### config.mk
export PLATFORM = sky130hd
export DESIGN_NAME = pwm_breathing_led_chaser
export DESIGN_NICKNAME = d
export VERILOG_FILES = /design/src/hw/rtl/pbl_pkg.sv /design/src/hw/rtl/pbl_engine.sv /design/src/hw/rtl/pwm_breathing_led_chaser.sv
export SDC_FILE = /design/constraint.sdc
export NUM_CORES = 1
export LEC_CHECK = 0
export BUFFER_PORTS_ARGS = -buffer_cell sky130_fd_sc_hd__buf_2
export CAP_MARGIN = 15
export CORE_UTILIZATION = 55
export DETAILED_ROUTE_END_ITERATION = 8
export GPL_TIMING_DRIVEN = 1
export HOLD_SLACK_MARGIN = 0.06
export PLACE_DENSITY = 0.77
export SYNTH_ARGS = -nofsm -noshare
export SYNTH_HDL_FRONTEND = slang
export SYNTH_SLANG_ARGS = --single-unit
### constraint.sdc
create_clock -name clock -period 6.1 [get_ports clock]
set_input_delay 0.305 -clock clock [delete_from_list [all_inputs] [get_ports clock]]
set_output_delay 0.305 -clock clock [all_outputs]
set_load 0.05 [all_outputs]
### src/hw/rtl/pbl_pkg.sv
package pbl_pkg;

   localparam int NUM_LEDS_DEFAULT = 8;

   localparam int LIT_W  = 3;
   localparam int POS_W  = 4;
   localparam int CNT_W  = 4;
   localparam int PAT_W  = 8;
   localparam int PCT_W  = 8;
   localparam int CSR_IDX_W  = 2;
   localparam int CSR_DATA_W = 8;

   localparam logic [CNT_W-1:0] DUTY_LIMIT = 4'd14;
   localparam logic [PAT_W-1:0] ALL_OFF    = 8'hFF;

   localparam logic [CNT_W-1:0] RAMP_PERIODS_RESET = 4'd5;
   localparam logic [CNT_W-1:0] DUTY_TOP_RESET     = 4'd10;
   localparam logic [PAT_W-1:0] IDLE_PATTERN_RESET = 8'hE7;

   localparam logic [CSR_IDX_W-1:0] CSR_RAMP_PERIODS = 2'd0;
   localparam logic [CSR_IDX_W-1:0] CSR_DUTY_TOP     = 2'd1;
   localparam logic [CSR_IDX_W-1:0] CSR_IDLE_PATTERN = 2'd2;

   typedef enum logic [2:0] {
      MODE_IDLE    = 3'b001,
      MODE_FORWARD = 3'b010,
      MODE_REVERSE = 3'b100
   } mode_type;

   typedef struct packed {
      logic [CNT_W-1:0] ramp_periods;
      logic [CNT_W-1:0] duty_top;
      logic [PAT_W-1:0] idle_pattern;
   } cfg_type;

   typedef struct packed {
      logic [PCT_W-1:0] duty_percent;
      logic [POS_W-1:0] led_position;
      logic [PAT_W-1:0] led_pattern;
   } result_type;

endpackage

### src/hw/rtl/pbl_engine.sv
module pbl_engine
   import pbl_pkg::*;
#(
   parameter int NUM_LEDS = NUM_LEDS_DEFAULT
) (
   input  logic       clock,
   input  logic       reset,
   input  logic       step_en,
   input  logic       action,
   input  logic       hold,
   input  cfg_type    cfg,
   output result_type result
);

   localparam logic [POS_W-1:0] LED_COUNT = POS_W'(NUM_LEDS);
   localparam logic [LIT_W-1:0] LAST_LED  = LIT_W'(NUM_LEDS - 1);

   logic [CNT_W-1:0] phase_ff, phase_in;
   logic [CNT_W-1:0] duty_ff, duty_in;
   logic [CNT_W-1:0] count_ff, count_in;
   logic             falling_ff, falling_in;
   mode_type         mode_ff, mode_in;
   logic [LIT_W-1:0] lit_ff, lit_in;
   logic [PAT_W-1:0] pattern_ff, pattern_in;

   logic [CNT_W-1:0] top;
   logic [CNT_W-1:0] phase_inc;
   logic [CNT_W-1:0] count_inc;
   logic [CNT_W-1:0] duty_inc;
   logic [POS_W-1:0] lit_wide_inc;
   logic [PAT_W-1:0] lit_drive;
   logic [LIT_W-1:0] lit_moved;

   always_comb begin
      top          = (cfg.duty_top > DUTY_LIMIT) ? DUTY_LIMIT : cfg.duty_top;
      phase_inc    = phase_ff + 1'b1;
      count_inc    = count_ff + 1'b1;
      duty_inc     = duty_ff + 1'b1;
      lit_wide_inc = {1'b0, lit_ff} + 1'b1;
      lit_drive    = ~(PAT_W'(1) << lit_ff);

      unique case (mode_ff)
         MODE_FORWARD: lit_moved = (lit_wide_inc >= LED_COUNT) ? '0 : lit_wide_inc[LIT_W-1:0];
         MODE_REVERSE: begin
            if (lit_ff == '0 || {1'b0, lit_ff} >= LED_COUNT) begin
               lit_moved = LAST_LED;
            end else begin
               lit_moved = lit_ff - 1'b1;
            end
         end
         default:      lit_moved = lit_ff;
      endcase
   end

   always_comb begin
      phase_in   = phase_ff;
      duty_in    = duty_ff;
      count_in   = count_ff;
      falling_in = falling_ff;
      mode_in    = mode_ff;
      lit_in     = lit_ff;
      pattern_in = pattern_ff;

      if (action) begin
         unique case (mode_ff)
            MODE_IDLE:    mode_in = MODE_FORWARD;
            MODE_FORWARD: mode_in = MODE_REVERSE;
            default:      mode_in = MODE_FORWARD;
         endcase
      end else if (mode_ff == MODE_IDLE) begin
         pattern_in = cfg.idle_pattern;
      end else if (phase_inc <= duty_ff) begin
         phase_in   = phase_inc;
         pattern_in = lit_drive;
      end else if (phase_inc <= top) begin
         phase_in   = phase_inc;
         pattern_in = ALL_OFF;
      end else begin
         // end of a pwm period
         phase_in   = '0;
         pattern_in = lit_drive;
         if (!hold) begin
            if (count_inc >= cfg.ramp_periods) begin
               count_in = '0;
               if (!falling_ff) begin
                  if (duty_inc > top || duty_inc == '0) begin
                     duty_in    = top;
                     falling_in = 1'b1;
                  end else begin
                     duty_in = duty_inc;
                  end
               end else if (duty_ff == '0) begin
                  falling_in = 1'b0;
                  lit_in     = lit_moved;
               end else begin
                  duty_in = duty_ff - 1'b1;
               end
            end else begin
               count_in = count_inc;
            end
         end
      end
   end

   always_comb begin
      result.led_pattern  = pattern_in;
      result.led_position = {1'b0, lit_in} + 1'b1;
      result.duty_percent = {1'b0, duty_in, 3'b000} + {3'b000, duty_in, 1'b0};
   end

   always_ff @(posedge clock) begin
      if (reset) begin
         phase_ff   <= '0;
         duty_ff    <= '0;
         count_ff   <= '0;
         falling_ff <= 1'b0;
         mode_ff    <= MODE_IDLE;
         lit_ff     <= '0;
         pattern_ff <= ALL_OFF;
      end else if (step_en) begin
         phase_ff   <= phase_in;
         duty_ff    <= duty_in;
         count_ff   <= count_in;
         falling_ff <= falling_in;
         mode_ff    <= mode_in;
         lit_ff     <= lit_in;
         pattern_ff <= pattern_in;
      end
   end

endmodule

### src/hw/rtl/pwm_breathing_led_chaser.sv
// Breathing LED chaser for a row of active-low LEDs.
// Request channel (req_): one transaction is either a timer tick (req_tuser = 0)
// or a direction key release (req_tuser = 1); req_tdata[0] is the hold flag that
// freezes the brightness ramp while the pwm keeps running.
// Response channel (rsp_): exactly one transaction per request, carrying the
// led drive pattern, the one-based position of the breathing led and the duty
// level times ten.
// Configuration: csr_we writes csr_wdata into the register picked by csr_index
// (0 ramp periods, 1 duty top, 2 idle pattern); write only while the block is idle.
// Path: a request taken lands in the input register, and once the result register
// is free or its response is being taken, the result is registered there and
// raises rsp_tvalid.
// Throughput: one transaction per cycle while responses are taken; the state update
// is a single pass of compares and small adds between the two registers.
// Reset: synchronous; mode idle, leds off, registers at their default values.
// A stalled response holds its data; the input register still takes one more
// request, then req_tready drops until the response is taken.
module pwm_breathing_led_chaser
   import pbl_pkg::*;
#(
   parameter int NUM_LEDS = NUM_LEDS_DEFAULT
) (
   input  logic                  clock,
   input  logic                  reset,
   input  logic                  req_tvalid,
   output logic                  req_tready,
   input  logic [7:0]            req_tdata,   // [0] hold, [7:1] zero
   input  logic                  req_tuser,   // [0] action
   output logic                  rsp_tvalid,
   input  logic                  rsp_tready,
   output logic [23:0]           rsp_tdata,   // [7:0] led_pattern, [11:8] led_position,
                                              // [19:12] duty_percent, [23:20] zero
   input  logic                  csr_we,
   input  logic [CSR_IDX_W-1:0]  csr_index,
   input  logic [CSR_DATA_W-1:0] csr_wdata
);

   cfg_type    cfg_ff;
   logic       in_valid_ff;
   logic       in_action_ff;
   logic       in_hold_ff;
   logic       out_valid_ff;
   result_type out_data_ff;
   result_type step_result;
   logic       advance;

   assign advance    = in_valid_ff && (!out_valid_ff || rsp_tready);
   assign req_tready = !in_valid_ff || advance;
   assign rsp_tvalid = out_valid_ff;
   assign rsp_tdata  = {4'b0000, out_data_ff};

   always_ff @(posedge clock) begin
      if (reset) begin
         cfg_ff.ramp_periods <= RAMP_PERIODS_RESET;
         cfg_ff.duty_top     <= DUTY_TOP_RESET;
         cfg_ff.idle_pattern <= IDLE_PATTERN_RESET;
      end else if (csr_we) begin
         unique case (csr_index)
            CSR_RAMP_PERIODS: cfg_ff.ramp_periods <= csr_wdata[CNT_W-1:0];
            CSR_DUTY_TOP:     cfg_ff.duty_top     <= csr_wdata[CNT_W-1:0];
            CSR_IDLE_PATTERN: cfg_ff.idle_pattern <= csr_wdata[PAT_W-1:0];
            default:          ;
         endcase
      end
   end

   always_ff @(posedge clock) begin
      if (reset) begin
         in_valid_ff <= 1'b0;
      end else if (req_tready) begin
         in_valid_ff <= req_tvalid;
      end
   end

   always_ff @(posedge clock) begin
      if (req_tready && req_tvalid) begin
         in_action_ff <= req_tuser;
         in_hold_ff   <= req_tdata[0];
      end
   end

   pbl_engine #(
      .NUM_LEDS(NUM_LEDS)
   ) u_engine (
      .clock   (clock),
      .reset   (reset),
      .step_en (advance),
      .action  (in_action_ff),
      .hold    (in_hold_ff),
      .cfg     (cfg_ff),
      .result  (step_result)
   );

   always_ff @(posedge clock) begin
      if (reset) begin
         out_valid_ff <= 1'b0;
      end else if (advance) begin
         out_valid_ff <= 1'b1;
      end else if (rsp_tready) begin
         out_valid_ff <= 1'b0;
      end
   end

   always_ff @(posedge clock) begin
      if (advance) begin
         out_data_ff <= step_result;
      end
   end

   // led position stays within the row
   a_position_range: assert property (@(posedge clock) disable iff (reset)
      out_valid_ff |-> (out_data_ff.led_position >= POS_W'(1) &&
                        out_data_ff.led_position <= POS_W'(NUM_LEDS)))
      else $error("led position out of range");

   // duty percent never exceeds ten times DUTY_LIMIT
   a_duty_range: assert property (@(posedge clock) disable iff (reset)
      out_valid_ff |-> out_data_ff.duty_percent <= PCT_W'(140))
      else $error("duty percent out of range");

   // a request waiting on a stalled response is kept
   a_no_drop: assert property (@(posedge clock) disable iff (reset)
      (in_valid_ff && !advance) |=> in_valid_ff)
      else $error("pending request lost");

   // a new response only replaces a taken one
   a_no_overwrite: assert property (@(posedge clock) disable iff (reset)
      (out_valid_ff && !rsp_tready) |-> !advance)
      else $error("stalled response overwritten");

endmodule

## After elaboration in Yosys (flattened, before gate mapping)

Cells that the tools add are included.

- Add/subtract/negate cells: 8
- $lt $le $gt $ge: 6
- Equal/unequal tests: 5
- Shift operators: 1
- Multiplexer cells: 34
- Bitwise gates (word level): 6
- Reduce and logical (&&, ||, !) cells: 19

Operators with widths:

| operator | count |
|---|---|
| two-way mux 4 bit | 13 |
| two-way mux 3 bit | 11 |
| two-way mux 8 bit | 4 |
| adder 4 x 1 -> 4 bit (second input constant) | 3 |
| adder 3 x 1 -> 4 bit (second input constant) | 2 |
| adder 7 x 5 -> 8 bit | 1 |
| less-or-equal comparator 4 bit | 2 |
| logical NOT 4 bit | 2 |
| NOT 8 bit | 1 |
| AND reduction 2 bit | 4 |
| << shifter 1 x 3 -> 8 bit (first input constant) | 1 |
| AND reduction 7 bit | 1 |
| case mux 3 bit (2 select lines) | 1 |
| AND reduction 6 bit | 1 |
| two-way mux 1 bit | 5 |
| NOT 1 bit | 5 |
| >= comparator 4 bit | 1 |
| >= comparator 4 bit (second input constant) | 1 |
| greater-than comparator 4 bit | 1 |
| greater-than comparator 4 bit (second input constant) | 1 |
| subtractor 4 x 1 -> 4 bit (second input constant) | 1 |
| equality test 3 x 1 -> 1 bit (second input constant) | 1 |
| equality test 3 x 2 -> 1 bit (second input constant) | 1 |
| equality test 3 bit (second input constant) | 1 |
| other kinds (10) | 14 |

- Register bits: 67
- Output and inout bits: 26
- Logic and storage cells: 96

## Longest topological paths before layout

Gate-level depths: netlist of run 1.

- Depth in word-level cells: 13
- Gate-level depth with buffers: 16
- Depth with buffers taken out: 15

## Cells and area by module

Synthesis of run 1 repeated with hierarchy kept, for this count alone.

- Cell total of the unflattened synthesis: 425
- Area, all modules: 3908.7 µm²

By module, submodules not included:

| module | times used | cells an instance | area each (µm²) |
|---|---|---|---|
| pbl_engine | 1 | 320 | 2454.9 |
| pwm_breathing_led_chaser | 1 | 105 | 1453.9 |

## Worst setup path after synthesis of run 1

OpenSTA, ideal clock, no wires.

- Path type: register to register
- Start point: register u_engine.duty_ff[0]
- End point: register out_data_ff, in the netlist rsp_tdata[17], data pin
- Setup time: 0.261 ns
- Arrival time: 3.311 ns
- Required time: 5.839 ns
- Setup slack: 2.528 ns
- Stages on the path, launching flop included: 16
- Clock period less this slack: 3.572 ns
- Path through: dfxtp_1 -> buf_2 -> nand3_1 -> xnor2_1 -> inv_1 -> ha_1 -> nand2_1 -> a221o_1 -> a32oi_2 -> and2_4 -> mux2_4 -> a211oi_1 -> a211oi_1 -> ha_1 -> fa_1 -> xor2_1

RTL lines:

| item | RTL line | source |
|---|---|---|
| start, declared | pbl_engine.sv:19 | `logic [CNT_W-1:0] duty_ff, duty_in;` |
| start signal, assigned | pbl_engine.sv:122 | `duty_ff <= duty_in;` |
| end signal, assigned | pwm_breathing_led_chaser.sv:106 | `out_data_ff <= step_result;` |
| end, declared | pwm_breathing_led_chaser.sv:43 | `result_type out_data_ff;` |

==> results of run 1 <==
[sequential cells by signal, indices dropped and copies added, names as in the netlist]
| name | flops |
|---|---|
| cfg_ff | 16 |
| in_action_ff | 1 |
| in_hold_ff | 1 |
| in_valid_ff | 1 |
| rsp_tdata | 19 |
| rsp_tvalid | 1 |
| u_engine.count_ff | 4 |
| u_engine.duty_ff | 4 |
| u_engine.falling_ff | 1 |
| u_engine.lit_ff | 3 |
| u_engine.mode_ff | 3 |
| u_engine.pattern_ff | 8 |
| u_engine.phase_ff | 4 |
[layout by cell type, fill, tap and decap left out, types with 4 or more instances in the layout]
| master | Yosys | routed |
|---|---|---|
| nand2_1 | 50 | 50 |
| dfxtp_1 | 45 | 45 |
| buf_2 | 6 | 37 |
| nor2_1 | 33 | 33 |
| a21oi_1 | 29 | 29 |
| ha_1 | 26 | 26 |
| edfxtp_1 | 21 | 21 |
| inv_1 | 19 | 19 |
| nand3_1 | 16 | 16 |
| o21ai_0 | 16 | 16 |
| clkbuf_8 | 0 | 9 |
| a311oi_1 | 8 | 8 |
| mux2i_1 | 8 | 8 |
| nor2b_1 | 7 | 7 |
| nand2b_1 | 7 | 7 |
| nor3_1 | 6 | 6 |
| xnor2_1 | 6 | 6 |
| o31ai_1 | 5 | 5 |
| conb_1 | 1 | 5 |
| and2_1 | 4 | 4 |
| o211ai_1 | 4 | 4 |
| a211o_1 | 4 | 4 |
| o22ai_1 | 4 | 4 |
| a21o_1 | 4 | 4 |
[power by group through the flow]
stage | Clock [mW] | Combinational (mW) | Sequential [mW]
final | 0.413 | 0.0906 | 0.479
after global routing | 0.441 | 0.0983 | 0.482
after CTS | 0.420 | 0.0907 | 0.479
after detailed placement | 0 | 0.0902 | 0.489
after global placement | 0 | 0.0881 | 0.489
after floorplan | 0 | 0.0549 | 0.503
[logic make-up (layout without fill, tap and decap cells)]
logic type / Yosys count / after routing / synth area share, %
AND/OR/NAND/NOR: 146 / 146 / 19.51
multiplexers: 10 / 10 / 2.834
other: 1 / 5 / 0.09994
AO/OA/AOI/OAI: 102 / 102 / 19.67
XOR/XNOR: 9 / 9 / 2.301
flip-flops: 66 / 66 / 40.81
buffers and inverters: 44 / 74 / 5.302
adder cells (fa/ha/maj): 28 / 28 / 9.470
[per-layer routing]
metal	vias to the layer above	GRT usage (%)
met1	1386	31.00
met3	6	3.343
met2	91	36.22
li1	1517	-
met4	0	9.861
met5	-	0
[critical path, delay by kind of cell, from the launching register on]
kind / cells / cell delay (ps)
adder cells (fa/ha/maj): 3 / 1010
AO/OA/AOI/OAI: 4 / 860
flip-flops: 1 / 660
AND/OR/NAND/NOR: 3 / 450
XOR/XNOR: 2 / 390
multiplexers: 1 / 320
buffers and inverters: 1 / 60
[area by class of cell]
type	count	area [um^2]	area share, %
well taps	77	96.34	2.319
inverters	21	78.83	1.897
repair buffers	37	185.2	4.456
multi-input cells	300	2037	49.02
clock buffers	9	123.9	2.981
flip-flops and latches	66	1531	36.86
clock inverters	7	102.6	2.469
[per-stage QoR]
step | util (%) | cell area (um^2) | instances | hold slack [ps]
finish | 64.34 | 4155 | 517 | 142.4
global route | 64.34 | 4155 | 517 | 130.4
CTS | 64.34 | 4155 | 517 | 128.3
detailed placement | 60.83 | 3929 | 501 | 455.8
global placement | 60.83 | 3929 | 501 | 446.6
floorplan | - | 3767 | 410 | 403.9
[path summary, 6_finish.rpt]
path	endpoint
setup / recovery	rsp_tdata[17]
setup reg to reg	rsp_tdata[17]
hold / removal	in_action_ff
hold reg to reg	u_engine.pattern_ff[0]
==> results_dict.tcl, run 1 <==
set metrics [dict create \
    worstSetupPathType "reg2reg" \
    status "finished clean" \
    postRouteAntennaNets 0 \
    synth.area.top_cells "dfxtp_1 24%, edfxtp_1 17%, ha_1 8.7%, nand2_1 5.0%, a21oi_1 3.9%" \
    seq_power_share_pct 48.7 \
    grt_use_total_pct 22.79 \
    crit_arrival_ps 4100 \
    start_util_pct 58.10 \
    cpPeakStageDelay_ps 660 \
    wl_met1_um 3640 \
    tightest_slew_ps 892.2 \
    wl_met2_um 3561 \
    clk_latency_ps 340 \
    skew_ps 9.348 \
    slew_violations 0 \
    die_area_mm2 0.007157 \
    diodes 0 \
    crit_start "u_engine.duty_ff[0]" \
    synthCells 406 \
    num_vias 3000 \
    ctsHoldBuffers 0 \
    cts_setup_buffers 0 \
    finalPower_uw 983.3 \
    antenna_found_initial 0 \
    period_share_pct 65.75 \
    synth-edff-count 21 \
    synthFlopType "dfxtp_1" \
    cts.sinks 66 \
    setup_slack_ps 2089 \
    portBuffers 37 \
    yosysMostFrequentCell "nand2_1" \
    drtIter0Drc 235 \
    final-setup-viol-count 0 \
    cellLeakagePower_nw 1.712 \
    synth_cell_types 70 \
    cts_tree "built" \
    cts_buffers 9 \
    power_density_mw_per_mm2 236.6 \
    finalHoldViolCount 0 \
    synth_area_mm2 0.003752 \
    path_clk_slew_ps 80 \
    synth_top_area_share_pct 24.01 \
    p_int_uw 727.9 \
    max_freq_mhz 249.3 \
    async_reset_ff_share_pct 0 \
    die-height_um 84.60 \
    synthTopCellsByCount "50 x nand2_1, 45 x dfxtp_1, 33 x nor2_1, 29 x a21oi_1, 26 x ha_1" \
    gp_congestion 0.8695 \
    wl_um 7621 \
    hold_class "in2reg" \
    die_w_um 84.60 \
    ir_drop_mv 0.1730 \
    synth_top_cell_by_area "dfxtp_1" \
    r2r-start "u_engine.duty_ff[0]" \
    required_ps 6190 \
    overflow 0 \
    cp_slowest_cell "dfxtp_1" \
    pwr-share-clk_pct 42.0 \
    seq_area_frac_synth_pct 40.81 \
    max-slew-margin-rel_pct 40.15 \
    cts-root-buf "clkbuf_8" \
    dp_hpwl_um 5434 \
    pre_cts_ws_ps 2119 \
    worstHoldPathCells 1 \
    syn_area_per_cell_um2 9.242 \
    num_io_pins 50 \
    grt_setup_unrepaired "no" \
    r2r_setup_slack_ps 2090 \
    p_sw_share_pct 25.98 \
    p_sw_uw 255.5 \
    drive_above_1_share_pct 16.14 \
    synth_seq_cells 66 \
    dr.pass1.iters 7 \
    p_comb_share_pct 9.2 \
    fin_crit_ps 4011 \
    first_global_vias 2796 \
    grt_pass1_wl_um 13010 \
    highest_layer "met4" \
    cts_max_level 3 \
    path_cells "nand3_1 -> xnor2_1 -> inv_1 -> ha_1 -> nand2_1 -> a221o_1 -> a32oi_2 -> and2_4 -> mux2_4 -> a211oi_1 -> a211oi_1 -> ha_1 -> fa_1 -> xor2_1" \
    maxCapViolCount 0 \
    clockBufferDepth 2 \
    core_mm2 0.006459 \
    finalNetCount 486 \
    n_fill_cell 550 \
    grt_max_degree 34 \
    vias_per_cell 5.803 \
    drc_errors 0 \
    yosys_warnings 0 \
    crit_fanout 13 \
    tns_ps 0 \
    hold_start "req_tuser" \
    routedWlPerCell_um 14.74 \
    cp-end-kind "flop" \
    wl_met3_um 356 \
    fp-row-count 29 \
    areaGrowthSynthToFinish_pct 10.74 \
    rr_worst_depth 14 \
    ctsResizeCount 0 \
    start_kind "flop" \
]
(Power assumes the default switching activity.)
==> run 2, diff against run 1 <==
Clock period 6.1 ns to 3.9 ns, I/O delays scaled along.
==> results_dict.tcl, run 2 (synthesized netlist as in run 1, its figures left out) <==
set metrics [dict create \
    drtIter0Drc 249 \
    cts_max_level 3 \
    vias_per_cell 5.768 \
    worstSetupPathType "reg2reg" \
    tightest_slew_ps 816.1 \
    areaGrowthSynthToFinish_pct 12.74 \
    dr.pass1.iters 9 \
    grt_pass1_wl_um 13330 \
    portBuffers 37 \
    violations "design-rule violations" \
    ir_drop_mv 0.2608 \
    finalPower_mw 1.424 \
    max_freq_mhz 269.4 \
    cellLeakagePower_nw 1.750 \
    wl_um 7845 \
    pre_cts_ws_ps 181.9 \
    required_ps 4000 \
    path_clk_slew_ps 80 \
    slew_violations 0 \
    core_mm2 0.006459 \
    max-slew-margin-rel_pct 45.59 \
    num_vias 3063 \
    most-common-layout-cells "50 x nand2_1, 43 x dfxtp_1, 37 x buf_2" \
    crit_fanout 10 \
    first_global_vias 2787 \
    routedWlPerCell_um 14.77 \
    finalHoldViolCount 0 \
    dp.cells 508 \
    cp-end-kind "flop" \
    crit_arrival_ps 3810 \
    cts_buffers 9 \
    drc_errors 1 \
    diodes 0 \
    clockBufferDepth 2 \
    power_density_mw_per_mm2 336.7 \
    final_util_pct 65.50 \
    antenna_found_initial 0 \
    num_io_pins 50 \
    finalNetCount 500 \
    die_area_mm2 0.007157 \
    overflow 0 \
    clk_latency_ps 360 \
    status "complete, but fails checks" \
    final-setup-viol-count 0 \
    layout.area.seq_mm2 0.001534 \
    fin_crit_ps 3712 \
    maxCapViolCount 0 \
    die-height_um 84.60 \
    multi_input_area_mm2 0.002037 \
    hold_class "in2reg" \
    final_cells 531 \
    setup_slack_ps 188.3 \
    grt_max_degree 34 \
    dp_hpwl_um 5554 \
    tns_ps 0 \
    grt_use_total_pct 23.71 \
    start_util_pct 58.10 \
    cts_tree "built" \
    largest_register_ffs 19 \
    gp_congestion 0.8970 \
    start_kind "flop" \
    fp-row-count 29 \
    cts.sinks 66 \
    drive_above_1_share_pct 17.62 \
    layout_commonest_cell "nand2_1" \
    skew_ps 13.83 \
    cts-root-buf "clkbuf_8" \
    postRouteAntennaNets 0 \
    die_w_um 84.60 \
    period_share_pct 95.17 \
    n_fill_cell 543 \
    grt_setup_unrepaired "no" \
]
[run 2: cell count changes in the layout (fill, tap and decap cells not counted), moves of 2 or more]
cell / previous run / this run
buf_4: 0 / 7
dlygate4sd3_1: 0 / 7
bufinv_16: 2 / 0
clkinv_4: 3 / 1
clkinvlp_4: 0 / 2
dfxtp_1: 45 / 43
dfxtp_2: 0 / 2
inv_6: 0 / 2
[run 2: power breakdown]
group          internal, mW  total (mW)  switching, mW  leakage [nW]
combinational        0.0457       0.152          0.106          1.10
clock                 0.235       0.526          0.291        0.0866
sequential            0.733       0.747         0.0138         0.564
[run 2: through the flow]
step           area [um^2]  hold slack (ps)
2_1_floorplan         3767            293.9
3_3_place_gp          3981            374.9
3_5_place_dp          3981            374.0
4_1_cts               4228            93.92
5_1_grt               4230            119.1
6_report              4230            106.9
[run 2: repair_timing]
item	CTS	global route
buffers inserted	0	0
hold endpoints to repair	7	0
endpoints found under the setup margin	0	2
gates resized for setup	0	2
hold buffers	7	0
[run 2: layout make-up]
class                      count  area share [%]
clock buffer                   9           2.928
clock inverter                 7           1.242
inverter                      21           1.863
multi-input combinational    300           48.15
sequential                    66           36.26
tap                           77           2.277
timing repair buffer          51           7.276
[run 2: critical path: stages, from the launching register on]
cell      delay, ps
dfxtp_1         510
a31oi_1         210
ha_1            360
o21ba_2         200
o221ai_1        270
a32oi_2         200
and2_4          210
mux2_4          320
a211oi_1        220
a211oi_1         90
ha_1            240
fa_1            440
xor2_1          180
[run 2: per-layer routing]
metal,vias up,routed length (um),track usage (%)
li1,1541,-,-
met1,1431,3646,32.13
met2,78,3700,37.55
met3,13,376,5.113
met4,0,121,8.320
met5,-,0,0
[run 2: path summary, 6_finish.rpt]
| kind | from | to | slack (ps) | depth (start not counted) |
|---|---|---|---|---|
| max | cfg_ff[10] | rsp_tdata[17] | 190 | 12 |
| min | csr_wdata[2] | cfg_ff[2] | 110 | 3 |
| max reg2reg | cfg_ff[10] | rsp_tdata[17] | 190 | 12 |
| min reg2reg | u_engine.pattern_ff[4] | u_engine.pattern_ff[4] | 470 | 1 |
==> run 3, diff against run 2 <==
Settings changed: PLACE_DENSITY 0.77 to 0.76, SYNTH_HIERARCHICAL set to 1.
==> results_dict.tcl, run 3 <==
set metrics [dict create \
    status "finished clean" \
    largest_register_ffs 20 \
    rr_endpoint "rsp_tdata[18]" \
    grt_max_degree 58 \
    drtIter0Drc 148 \
    wl_um 7566 \
    drc_errors 0 \
    path_clk_slew_ps 80 \
    ir_drop_mv 0.2228 \
    synthCells 425 \
    period_share_pct 92.14 \
    areaGrowthSynthToFinish_pct 11.24 \
    crit_fanout 9 \
    num_vias 3039 \
    layout_commonest_cell "dfxtp_1" \
    r2r-start "u_engine/duty_ff[2]" \
    core_mm2 0.006832 \
    portBuffers 38 \
    rr_worst_depth 15 \
    synth_seq_cells 67 \
    synth-edff-count 22 \
    fin_crit_ps 3593 \
    cts-root-buf "clkbuf_8" \
    clk_latency_ps 350 \
    diodes 0 \
    fp-row-count 30 \
    skew_ps 8.172 \
    r2r_setup_slack_ps 310 \
    synth_top_cell_by_area "dfxtp_1" \
    crit_arrival_ps 3670 \
    cp-end-kind "flop" \
    synth_top_area_share_pct 23.05 \
    cts_setup_buffers 0 \
    die_w_um 86.30 \
    worstHoldPathCells 3 \
    dp.cells 538 \
    clockBufferDepth 2 \
    max_freq_mhz 278.3 \
    finalNetCount 508 \
    final_cells 556 \
    cts.sinks 67 \
    synth_cell_types 56 \
    hold_start "req_tvalid" \
    finalHoldViolCount 0 \
    routedWlPerCell_um 13.61 \
    postRouteAntennaNets 0 \
    antenna_found_initial 0 \
    cts_max_level 3 \
    slew_violations 0 \
    power_density_mw_per_mm2 363.0 \
    gp_congestion 0.8901 \
    synthTopCellsByCount "45 x dfxtp_1, 42 x nor2_1, 33 x a21oi_1, 29 x nand2_1, 28 x ha_1" \
    start_kind "flop" \
    dp_hpwl_um 5450 \
    first_global_vias 2798 \
    worstHoldEndpoint "in_valid_ff" \
    most-common-layout-cells "44 x dfxtp_1, 42 x nor2_1, 38 x buf_2" \
    grt_use_total_pct 22.08 \
    overflow 0 \
    synthFlopType "dfxtp_1" \
    syn_area_per_cell_um2 9.197 \
    die-height_um 86.30 \
    synth.area.top_cells "dfxtp_1 23%, edfxtp_1 17%, ha_1 9.0%, mux2i_1 5.9%, a21oi_1 4.2%" \
    async_reset_ff_share_pct 0 \
    final-setup-viol-count 0 \
    worstSetupPathType "reg2reg" \
    start_util_pct 57.22 \
    drive_above_1_share_pct 15.65 \
    grt_setup_unrepaired "no" \
    synth_area_mm2 0.003909 \
    maxCapViolCount 0 \
    tightest_slew_ps 973.5 \
    num_io_pins 50 \
    tns_ps 0 \
    die_area_mm2 0.007448 \
    cellLeakagePower_nw 1.842 \
    max-slew-margin-rel_pct 35.10 \
    vias_per_cell 5.466 \
    grt_pass1_wl_um 12740 \
    seq_area_frac_synth_pct 39.95 \
    dr.pass1.iters 4 \
    cts_tree "built" \
    yosysMostFrequentCell "dfxtp_1" \
    hold_class "in2reg" \
    cts_buffers 9 \
    required_ps 3980 \
    yosys_warnings 6 \
]
## run 3: cell count changes after synthesis, moves of 5 or more
cell      before  now
nand2b_1       7   20
nand2_1       50   29
o21a_1         0    5
o22ai_1        4    9
nor2_1        33   42
mux2i_1        8   23
o21ai_0       16   26
inv_1         19   24
a311oi_1       8    0
## run 3: timing repair
action,in CTS,in global routing
setup endpoints to repair,0,1
hold buffers,2,0
resized for setup,0,1
endpoints found under the hold margin,2,0
## run 3: where the power goes
part / switching (mW) / leakage, nW / internal [mW]
Sequential: 0.0108 / 0.571 / 0.744
Combinational: 0.0999 / 1.15 / 0.0445
Clock: 0.278 / 0.119 / 0.401
Total: 0.389 / 1.84 / 1.19
## run 3: layout make-up
class	instances	area (um^2)
fillers	583	2484
multi-input cells	308	2092
flip-flops and latches	67	1563
clock inverters	5	82.58
clock buffers	11	152.6
inverters	24	90.09
well taps	96	120.1
repair buffers	45	247.7
## run 3: worst max path at each step
stage	startpoint	depth (start not counted)	end	slack, ps
5_1_grt	u_engine/duty_ff[2]	16	rsp_tdata[18]	90
6_report	u_engine/duty_ff[2]	15	rsp_tdata[18]	310
3_3_place_gp	u_engine/duty_ff[0]	15	rsp_tdata[18]	380
4_1_cts	u_engine/duty_ff[0]	16	rsp_tdata[18]	270
3_5_place_dp	u_engine/duty_ff[0]	15	rsp_tdata[18]	260
2_1_floorplan	u_engine/duty_ff[2]	16	rsp_tdata[18]	480
## run 3: cells by family after synthesis
family          after synthesis  synth area share [%]
simple gates                140                 18.50
compound gates               98                 16.13
flops                        67                 39.95
buf+inv                      53                 6.818
fa+ha+maj                    30                 9.763
mux                          24                 6.178
xor+xnor                     11                 2.465
other cells                   2                0.1921
## run 3: per-layer routing
layer	share of wire [%]	vias up	track usage, %
li1	-	1537	-
met1	46	1422	28.00
met4	1.1	0	7.424
met3	4.4	9	5.333
met5	0	-	0
met2	49	71	36.94
## run 3: metrics by stage
stage	setup slack (ps)	hold WS [ps]	util, %	cell area (um^2)	power, mW
global route	90.49	72.72	63.64	4348	1.631
finish	306.5	86.98	63.64	4348	1.578
global placement	378.5	375.1	59.89	4091	0.9089
CTS	265.5	66.34	63.63	4347	1.588
detailed placement	261.8	376.2	59.89	4091	0.9131
floorplan	475.4	293.9	-	3920	0.8854
## run 3: critical path: stages (launching register included)
cell and delay, ps:
dfxtp_1 500, nand3_1 140, xnor2_1 240, ha_1 300, a21o_1 160, a41oi_1 200, o21a_1 270, o311ai_2 140
nor2b_1 180, o21bai_1 220, ha_1 300, a21o_1 140, nand2_1 80, xnor2_1 140, a2bb2oi_1 160, o311ai_0 140
